==> config.mk <==
export PLATFORM = sky130hd
export DESIGN_NAME = command_line_argument_splitter_top
export DESIGN_NICKNAME = d
export VERILOG_FILES = /design/src/rtl/clas_pkg.sv /design/src/rtl/clas_core.sv /design/src/rtl/command_line_argument_splitter_top.sv
export SDC_FILE = /design/constraint.sdc
export NUM_CORES = 1
export LEC_CHECK = 0
export ABC_AREA = 1
export BUFFER_PORTS_ARGS = -buffer_cell sky130_fd_sc_hd__buf_2
export CAP_MARGIN = 0
export CORE_MARGIN = 2
export CORE_UTILIZATION = 35
export CTS_CLUSTER_DIAMETER = 150
export DETAILED_ROUTE_END_ITERATION = 8
export GPL_ROUTABILITY_DRIVEN = 0
export PLACE_DENSITY_LB_ADDON = 0.15
export SKIP_CTS_REPAIR_TIMING = 1
export SLEW_MARGIN = 5
export SYNTH_ARGS = -nofsm -noshare
export SYNTH_HDL_FRONTEND = slang
export SYNTH_SLANG_ARGS = --single-unit
==> constraint.sdc <==
create_clock -name clk -period 5.91 [get_ports clk]
set_clock_uncertainty 0.15 [all_clocks]
set_input_delay 0.2955 -clock clk [delete_from_list [all_inputs] [get_ports clk]]
set_output_delay 0.2955 -clock clk [all_outputs]
set_load 0.01 [all_outputs]
==> src/rtl/clas_pkg.sv <==
package clas_pkg;

  localparam int unsigned CH_W     = 16;
  localparam int unsigned SLASH_W  = 8;
  localparam int unsigned COUNT_W  = 16;
  localparam int unsigned OUT_DATA_W = 56;
  localparam int unsigned OUT_USER_W = 2;

  localparam logic [SLASH_W-1:0] MAX_SLASH_RUN = 8'd255;

  localparam logic [CH_W-1:0] CH_QUOTE  = 16'h0022;
  localparam logic [CH_W-1:0] CH_BSLASH = 16'h005C;
  localparam logic [CH_W-1:0] CH_SPACE  = 16'h0020;
  localparam logic [CH_W-1:0] CH_TAB    = 16'h0009;
  localparam logic [CH_W-1:0] CH_NUL    = 16'h0000;

  typedef enum logic [1:0] {
    PH_FIRST   = 2'd0,
    PH_BETWEEN = 2'd1,
    PH_ARG     = 2'd2,
    PH_DONE    = 2'd3
  } phase_t;

  typedef struct packed {
    logic [COUNT_W-1:0] char_count;
    logic [COUNT_W-1:0] arg_count;
    logic               line_end;
    logic               arg_end;
    logic               char_valid;
    logic [SLASH_W-1:0] slash_run;
    logic [CH_W-1:0]    out_char;
  } result_t;

endpackage

==> src/rtl/clas_core.sv <==
module clas_core (
  input  logic                      clk,
  input  logic                      rst_n,
  input  logic                      step_en,
  input  logic [clas_pkg::CH_W-1:0] ch,
  output logic                      emit,
  output clas_pkg::result_t         res
);

  clas_pkg::phase_t                  phase_r, phase_nxt;
  logic                              quoting_r, quoting_nxt;
  logic                              pending_r, pending_nxt;
  logic [clas_pkg::SLASH_W-1:0]      slash_r, slash_nxt;
  logic [clas_pkg::COUNT_W-1:0]      args_r, args_nxt;
  logic [clas_pkg::COUNT_W-1:0]      units_r, units_nxt;

  logic                              do_arg;
  logic                              is_blank;
  logic [clas_pkg::SLASH_W-2:0]      half;

  assign is_blank = (ch == clas_pkg::CH_SPACE) || (ch == clas_pkg::CH_TAB);
  assign half     = slash_r[clas_pkg::SLASH_W-1:1];

  always_comb begin
    phase_nxt   = phase_r;
    quoting_nxt = quoting_r;
    pending_nxt = pending_r;
    slash_nxt   = slash_r;
    args_nxt    = args_r;
    units_nxt   = units_r;
    do_arg      = 1'b0;
    emit        = 1'b0;
    res         = '0;

    unique case (phase_r)
      clas_pkg::PH_FIRST: begin
        if (ch == clas_pkg::CH_QUOTE) begin
          quoting_nxt = !quoting_r;
        end else begin
          units_nxt = units_r + 1'b1;
          emit      = 1'b1;
          if (ch == clas_pkg::CH_NUL) begin
            phase_nxt    = clas_pkg::PH_DONE;
            res.arg_end  = 1'b1;
            res.line_end = 1'b1;
          end else if (!quoting_r && is_blank) begin
            phase_nxt   = clas_pkg::PH_BETWEEN;
            quoting_nxt = 1'b0;
            res.arg_end = 1'b1;
          end else begin
            res.out_char   = ch;
            res.char_valid = 1'b1;
          end
        end
      end
      clas_pkg::PH_BETWEEN: begin
        if (is_blank) begin
          emit = 1'b0;
        end else if (ch == clas_pkg::CH_NUL) begin
          phase_nxt    = clas_pkg::PH_DONE;
          emit         = 1'b1;
          res.line_end = 1'b1;
        end else begin
          args_nxt    = args_r + 1'b1;
          phase_nxt   = clas_pkg::PH_ARG;
          quoting_nxt = 1'b0;
          pending_nxt = 1'b0;
          slash_nxt   = '0;
          do_arg      = 1'b1;
        end
      end
      clas_pkg::PH_ARG: begin
        if (pending_r) begin
          pending_nxt = 1'b0;
          if (ch == clas_pkg::CH_QUOTE) begin
            // doubled quote inside quotes
            units_nxt      = units_r + 1'b1;
            emit           = 1'b1;
            res.out_char   = clas_pkg::CH_QUOTE;
            res.char_valid = 1'b1;
          end else begin
            quoting_nxt = 1'b0;
            do_arg      = 1'b1;
          end
        end else begin
          do_arg = 1'b1;
        end
      end
      clas_pkg::PH_DONE: begin
        emit = 1'b0;
      end
      default: begin
        emit = 1'b0;
      end
    endcase

    if (do_arg) begin
      if (ch == clas_pkg::CH_BSLASH) begin
        if (slash_nxt < clas_pkg::MAX_SLASH_RUN) begin
          slash_nxt = slash_nxt + 1'b1;
        end
      end else begin
        slash_nxt = '0;
        if (ch == clas_pkg::CH_QUOTE) begin
          if (!slash_r[0]) begin
            // even run: toggle, or arm the doubled-quote check
            if (quoting_nxt) begin
              pending_nxt = 1'b1;
            end else begin
              quoting_nxt = 1'b1;
            end
            units_nxt     = units_nxt + {{(clas_pkg::COUNT_W-clas_pkg::SLASH_W+1){1'b0}}, half};
            emit          = (half != '0);
            res.slash_run = {1'b0, half};
          end else begin
            units_nxt      = units_nxt + {{(clas_pkg::COUNT_W-clas_pkg::SLASH_W+1){1'b0}}, half}
                             + 1'b1;
            emit           = 1'b1;
            res.out_char   = clas_pkg::CH_QUOTE;
            res.char_valid = 1'b1;
            res.slash_run  = {1'b0, half};
          end
        end else begin
          units_nxt     = units_nxt + {{(clas_pkg::COUNT_W-clas_pkg::SLASH_W){1'b0}}, slash_r}
                          + 1'b1;
          emit          = 1'b1;
          res.slash_run = slash_r;
          if (ch == clas_pkg::CH_NUL) begin
            phase_nxt    = clas_pkg::PH_DONE;
            res.arg_end  = 1'b1;
            res.line_end = 1'b1;
          end else if (!quoting_nxt && is_blank) begin
            phase_nxt   = clas_pkg::PH_BETWEEN;
            res.arg_end = 1'b1;
          end else begin
            res.out_char   = ch;
            res.char_valid = 1'b1;
          end
        end
      end
    end

    res.arg_count  = args_nxt;
    res.char_count = units_nxt;
  end

  always_ff @(posedge clk) begin
    if (!rst_n) begin
      phase_r   <= clas_pkg::PH_FIRST;
      quoting_r <= 1'b0;
      pending_r <= 1'b0;
      slash_r   <= '0;
      args_r    <= {{(clas_pkg::COUNT_W-1){1'b0}}, 1'b1};
      units_r   <= '0;
    end else if (step_en) begin
      phase_r   <= phase_nxt;
      quoting_r <= quoting_nxt;
      pending_r <= pending_nxt;
      slash_r   <= slash_nxt;
      args_r    <= args_nxt;
      units_r   <= units_nxt;
    end
  end

endmodule

==> src/rtl/command_line_argument_splitter_top.sv <==
// command line argument splitter, windows argv rules
// in channel: one utf-16 code unit per request on in_tdata, a zero unit ends the line
// out channel: zero or one result per input unit; tdata carries the copied
// character, the count of backslashes to store before it, and the running
// argument and code unit counts; tuser flags a copied character and an
// argument end; tlast marks the end of the whole line
// path: an accepted unit passes the input register, then the parser logic into
// the result register, which drives the out port
// throughput: one unit per cycle; the parser state update is a single
// registered pass, so units stream back to back while the out side takes
// results
// stall: when out_tready is low the result register holds and the input
// register fills; in_tready falls only once both are occupied
// reset: synchronous, active low; clears the parser back to the program-name
// token with one argument counted and zero code units, drops pending requests
// units after the line end produce nothing until the next reset
module command_line_argument_splitter_top (
  input  logic                                clk,
  input  logic                                rst_n,
  input  logic                                in_tvalid,
  output logic                                in_tready,
  input  logic [clas_pkg::CH_W-1:0]           in_tdata,   // [15:0] ch
  output logic                                out_tvalid,
  input  logic                                out_tready,
  // [15:0] out_char, [23:16] slash_run, [39:24] arg_count, [55:40] char_count
  output logic [clas_pkg::OUT_DATA_W-1:0]     out_tdata,
  output logic [clas_pkg::OUT_USER_W-1:0]     out_tuser,  // [0] char_valid, [1] arg_end
  output logic                                out_tlast   // line_end
);

  logic                        in_v_r, in_v_nxt;
  logic [clas_pkg::CH_W-1:0]   in_ch_r;
  logic                        out_v_r, out_v_nxt;
  clas_pkg::result_t           out_res_r;
  logic                        advance;
  logic                        emit;
  clas_pkg::result_t           res;

  assign advance   = in_v_r && (!out_v_r || out_tready);
  assign in_tready = !in_v_r || advance;

  clas_core u_core (
    .clk     (clk),
    .rst_n   (rst_n),
    .step_en (advance),
    .ch      (in_ch_r),
    .emit    (emit),
    .res     (res)
  );

  always_comb begin
    in_v_nxt = in_v_r;
    if (in_tvalid && in_tready) begin
      in_v_nxt = 1'b1;
    end else if (advance) begin
      in_v_nxt = 1'b0;
    end
    out_v_nxt = out_v_r;
    if (advance) begin
      out_v_nxt = emit;
    end else if (out_tready) begin
      out_v_nxt = 1'b0;
    end
  end

  always_ff @(posedge clk) begin
    if (!rst_n) begin
      in_v_r  <= 1'b0;
      out_v_r <= 1'b0;
    end else begin
      in_v_r  <= in_v_nxt;
      out_v_r <= out_v_nxt;
    end
  end

  always_ff @(posedge clk) begin
    if (in_tvalid && in_tready) begin
      in_ch_r <= in_tdata;
    end
    if (advance) begin
      out_res_r <= res;
    end
  end

  assign out_tvalid = out_v_r;
  assign out_tdata  = {out_res_r.char_count, out_res_r.arg_count,
                       out_res_r.slash_run, out_res_r.out_char};
  assign out_tuser  = {out_res_r.arg_end, out_res_r.char_valid};
  assign out_tlast  = out_res_r.line_end;

endmodule

Word level (Yosys, flattened, before mapping)
Index checks and enable logic that the tools add are counted. W data, S select, Z words.

Register bits after elaboration: 121. Input bits: 20. Output and inout port bits: 61.

Multiplexer cells: 93. Bitwise operators: 1. $lt $le $gt $ge: 1. Add/sub/neg operators: 7. Eq/ne operators: 7. Reductions and logical operators: 18.

Operators by type and width (number): $mux W16 (17); $add A16 B1 Y16 const B (4); $pmux W16 S2 (2); $mux W27 (2); $mux W8 (6); $mux W1 (46); $eq A16 B6 Y1 const B (2); $mux W25 (1); $mux W2 (10); $add A16 B7 Y16 (1); $add A16 B8 Y16 (1); $eq A16 B4 Y1 const B (1); $eq A16 B7 Y1 const B (1); $logic_not A16 Y1 (1); $add A8 B1 Y8 const B (1); $lt A8 B8 Y1 const B (1); $pmux W1 S2 (4); $reduce_bool A7 Y1 (1); $mux W6 (1); $eq A2 B2 Y1 const B (2); $logic_and A1 B1 Y1 (4); $logic_not A1 Y1 (4); $pmux W1 S4 (1); $pmux W2 S2 (1); other kinds (9) (12).

Depth between registers and ports, before layout
Depth in word-level cells: 14. Mapped depth: 33. Mapped depth without buffers: 32.

By module
Synthesis repeated with hierarchy kept, for this count alone.

Cells, all modules: 975. Area, all modules: 7742.4 um^2.

Modules (own cells, without submodules): clas_core (sequential area each 880.8 um^2, instances 1, cells each 887, area each 5392.7 um^2); command_line_argument_splitter_top (sequential area each 2292.2 um^2, instances 1, cells each 88, area each 2349.8 um^2).

Worst setup path before layout
OpenSTA, ideal clock, no wires.

Path type: register to register. From: register u_core.phase_r[0]. To: register out_res_r (netlist bit out_tdata[54]), data pin. Path buffers: 1. Stages on the path, launching flop included: 30. Path slack: 1.877 ns. Arrival: 3.632 ns. Setup time: 0.251 ns. Cell sequence: dfxtp_1 inv_1 ha_1 nor2_1 inv_1 nand2_1 nor2_4 buf_4 o22ai_1 inv_1 fa_1 inv_1 ha_1 nand2_1 nor2_1 nand2_1 nor2_1 nand2_1 nor2_1 nand3_1 inv_1 nand2_1 nor2_1 nand3_1 nor2_1 nand2_1 nand3_1 nand2_1 nand2_1 inv_1.

RTL lines: start: declaration (line clas_core.sv:10) `clas_pkg::phase_t phase_r, phase_nxt;`; start signal: assignment (line clas_core.sv:149) `phase_r <= clas_pkg::PH_FIRST;`; start signal: assignment (line clas_core.sv:156) `phase_r <= phase_nxt;`; end signal: assignment (line command_line_argument_splitter_top.sv:81) `out_res_r <= res;`; end: declaration (line command_line_argument_splitter_top.sv:34) `clas_pkg::result_t out_res_r;`.

==> run metrics <==
status=finished clean; final antenna-violating net count=0; Die Y=approximately 150 µm; layout cells sized above 1=16.51%; FFs w/ async S/R, synth=0%; Tmin final=between 4 and 5 ns; Hold Fails Final Rpt=0; RSZ-0062 raised after global routing=false; CP max FO=28; Worst setup SP type=register; Yosys Warn Count=0; I/O Pins=just over 80; syn nets=about 1.0k; hpwl dp=between 10 and 15 mm; Worst-Skew Late Latency=roughly 0.43 ns; largest net degree at the start of global routing=60; Worst setup EP type=register; Setup TNS Final=0 ns; P_leak=between 3 and 4 nW; worst slack, placed=around 1.2 ns; I/O Buffers=80; Yosys top cell area share=30.33%; sequential element share of the synthesized area=between 40% and 50%; Post-synth top flop=edfxtp_1; row count=53; P&R area growth vs syn=18.90%; final count of negative-setup-slack endpoints=0; Congestion Overflow GR=0; worst path required time=5.93 ns; number of synthesized register bits=between 100 and 150; Post-Route WL=roughly 20 mm; DRC viols=0; die area=roughly 22000 µm²; Syn Inst Count=~970; Slew @ Worst Pin=roughly 0.9 ns; die width=~150 µm; number of library cell types mapped by synthesis=46; htree depth=4; Synth area leader=edfxtp_1; Final Worst Setup Slack=1.198 ns; Clock transition at path regs=0.06 ns; Worst Hold Class=in -> reg; Final Max Slew Viols=0; via count of the first global-routing pass=6063; fmax=0.2122 GHz; DR WL/cell=14.78 µm; synthesized area per cell=between 7 and 8 µm²; First-pass DRT Iterations=5; worst vdd ir=around 0.18 mV; mapped cell area=7426 µm²; critical path class=reg -> reg; first-pass GRT wire length=approximately 31 mm; GRT Overall Usage=between 15 and 20%; Clock Sinks=around 120; fin crit share=between 70% and 80%; MaxCap Viol Count=0; Clock Root Buffer=clkbuf_16; EDFF count, synth=75; initial DRC count=~450; top post-synthesis cells by area=edfxtp_1 30%, dfxtp_1 12%, nand2_1 9.3%; via/cell ratio=4.938; area of the core=roughly 21000 µm²; CTS tree=yes; ANT cells=0; antenna violations before repair=0; Rel. slew slack=between 40% and 50%; Worst Path Arrival=4.73 ns; Vias=around 6.7k; clock buffer depth=2; Initial Util=35.44%; most common cell after layout, fill and taps aside=nand2_1; most frequent cells in the layout=184 x nand2_1, 139 x inv_1, 103 x nor2_1; power density over the cells=roughly 270 nW/µm²; cts bufs inserted=17; Layout Nets=between 1k and 1.5k
-- logic make-up (layout without fill, tap and decap cells) --
group,count (synthesis),count (layout),synth area share [%]
and+or+nand+nor,437,437,27.51
DFF,121,121,42.73
AOI/OAI and AO/OA,183,183,13.56
buffers and inverters,177,284,9.183
adders and majority gates,25,25,4.415
xor gates and xnor gates,22,22,2.595
-- cell usage after synthesis, types with 2 or more instances --
library cell  number
a211oi_1           5
a21oi_1           75
a221oi_1           2
a22oi_1            3
a31oi_1            7
buf_2              5
clkbuf_1          18
dfxtp_1           46
edfxtp_1          75
fa_1               2
ha_1              23
inv_1            139
inv_2             12
nand2_1          184
nand2_2           14
nand2_4            3
nand3_1           61
nand3_2            5
nand3b_1           5
nand4_1           18
nor2_1           103
nor2_2             9
nor2_4             7
nor2_8             2
nor3_1            14
nor4_1             6
o211ai_1           4
o21ai_0           65
o21ai_1            7
o221ai_1           3
o22ai_1            4
o31ai_1            2
or2_2              4
xnor2_1            3
xor2_1            19
-- power by group --
group	total [mW]	switching, mW	internal (mW)	leakage (nW)
Combinational	0.331	0.224	0.107	2.47
Sequential	0.988	0.0304	0.958	1.09
Clock	1.04	0.442	0.595	0.281
Total	2.36	0.696	1.66	3.84
-- worst max-delay path, cell delays in order, from the launching register on --
cell	delay [ns]
edfxtp_1	0.37
inv_2	0.08
nor2_1	0.05
nand2_2	0.13
nor2_8	0.07
nand2_4	0.27
nand2_4	0.11
nand2_4	0.17
inv_1	0.13
o22ai_1	0.33
inv_1	0.16
fa_1	0.45
o21ai_0	0.33
a21oi_1	0.15
nor2_1	0.10
inv_1	0.05
nand2_1	0.07
nand3_1	0.18
nor2_2	0.25
nand2_1	0.07
nand2_1	0.11
nand3_2	0.13
nor2_2	0.17
nand2_1	0.06
nand3_1	0.08
nand2_1	0.05
o21ai_1	0.12
inv_1	0.06
-- state kept, by name, summed over array words and instances (netlist names), 2 cells and up --
register        cells
u_core.phase_r      2
in_ch_r            16
out_tuser           2
out_tdata          56
u_core.slash_r      8
u_core.args_r      16
u_core.units_r     16
-- per-stage QoR --
step	instances	cell area [µm²]	total power [mW]	utilization, %	hold WS [ns]
2_1_floorplan	965	7426	1.227	-	0.2444
3_3_place_gp	1299	8090	1.328	38.61	0.3217
3_5_place_dp	1299	8090	1.329	38.61	0.3236
4_1_cts	1331	8670	2.371	41.37	-0.1231
5_1_grt	1347	8830	2.458	42.14	0.03477
6_report	1347	8830	2.356	42.14	0.009630
-- path summary, 6_finish.rpt --
| path | from | slack [ns] | cells past startpoint | to |
|---|---|---|---|---|
| worst max-delay path | in_ch_r[5] | 1.20 | 27 | out_tdata[53] |
| worst min-delay path | in_tvalid | 0.01 | 3 | in_v_r |
| worst max register to register | in_ch_r[5] | 1.20 | 27 | out_tdata[53] |
| worst min register to register | out_tvalid | 0.37 | 2 | out_tvalid |
-- per-layer routing --
layer	track usage (%)	share of wire, %	up-vias
met1	25.50	49	3071
met4	5.094	1.2	0
met3	3.018	4.2	19
met2	28.42	45	158
li1	-	-	3404
met5	0	0	-
-- cell type report --
| class | count | area (µm²) |
|---|---|---|
| tap | 275 | 344.1 |
| inverter | 152 | 571.8 |
| timing repair buffer | 100 | 590.6 |
| clock inverter | 15 | 153.9 |
| clock buffer | 17 | 425.4 |
| sequential | 121 | 3173 |
| multi-input combinational | 667 | 3571 |
| fill | 2199 | 12130 |
Power figures use the tool's default switching activity.
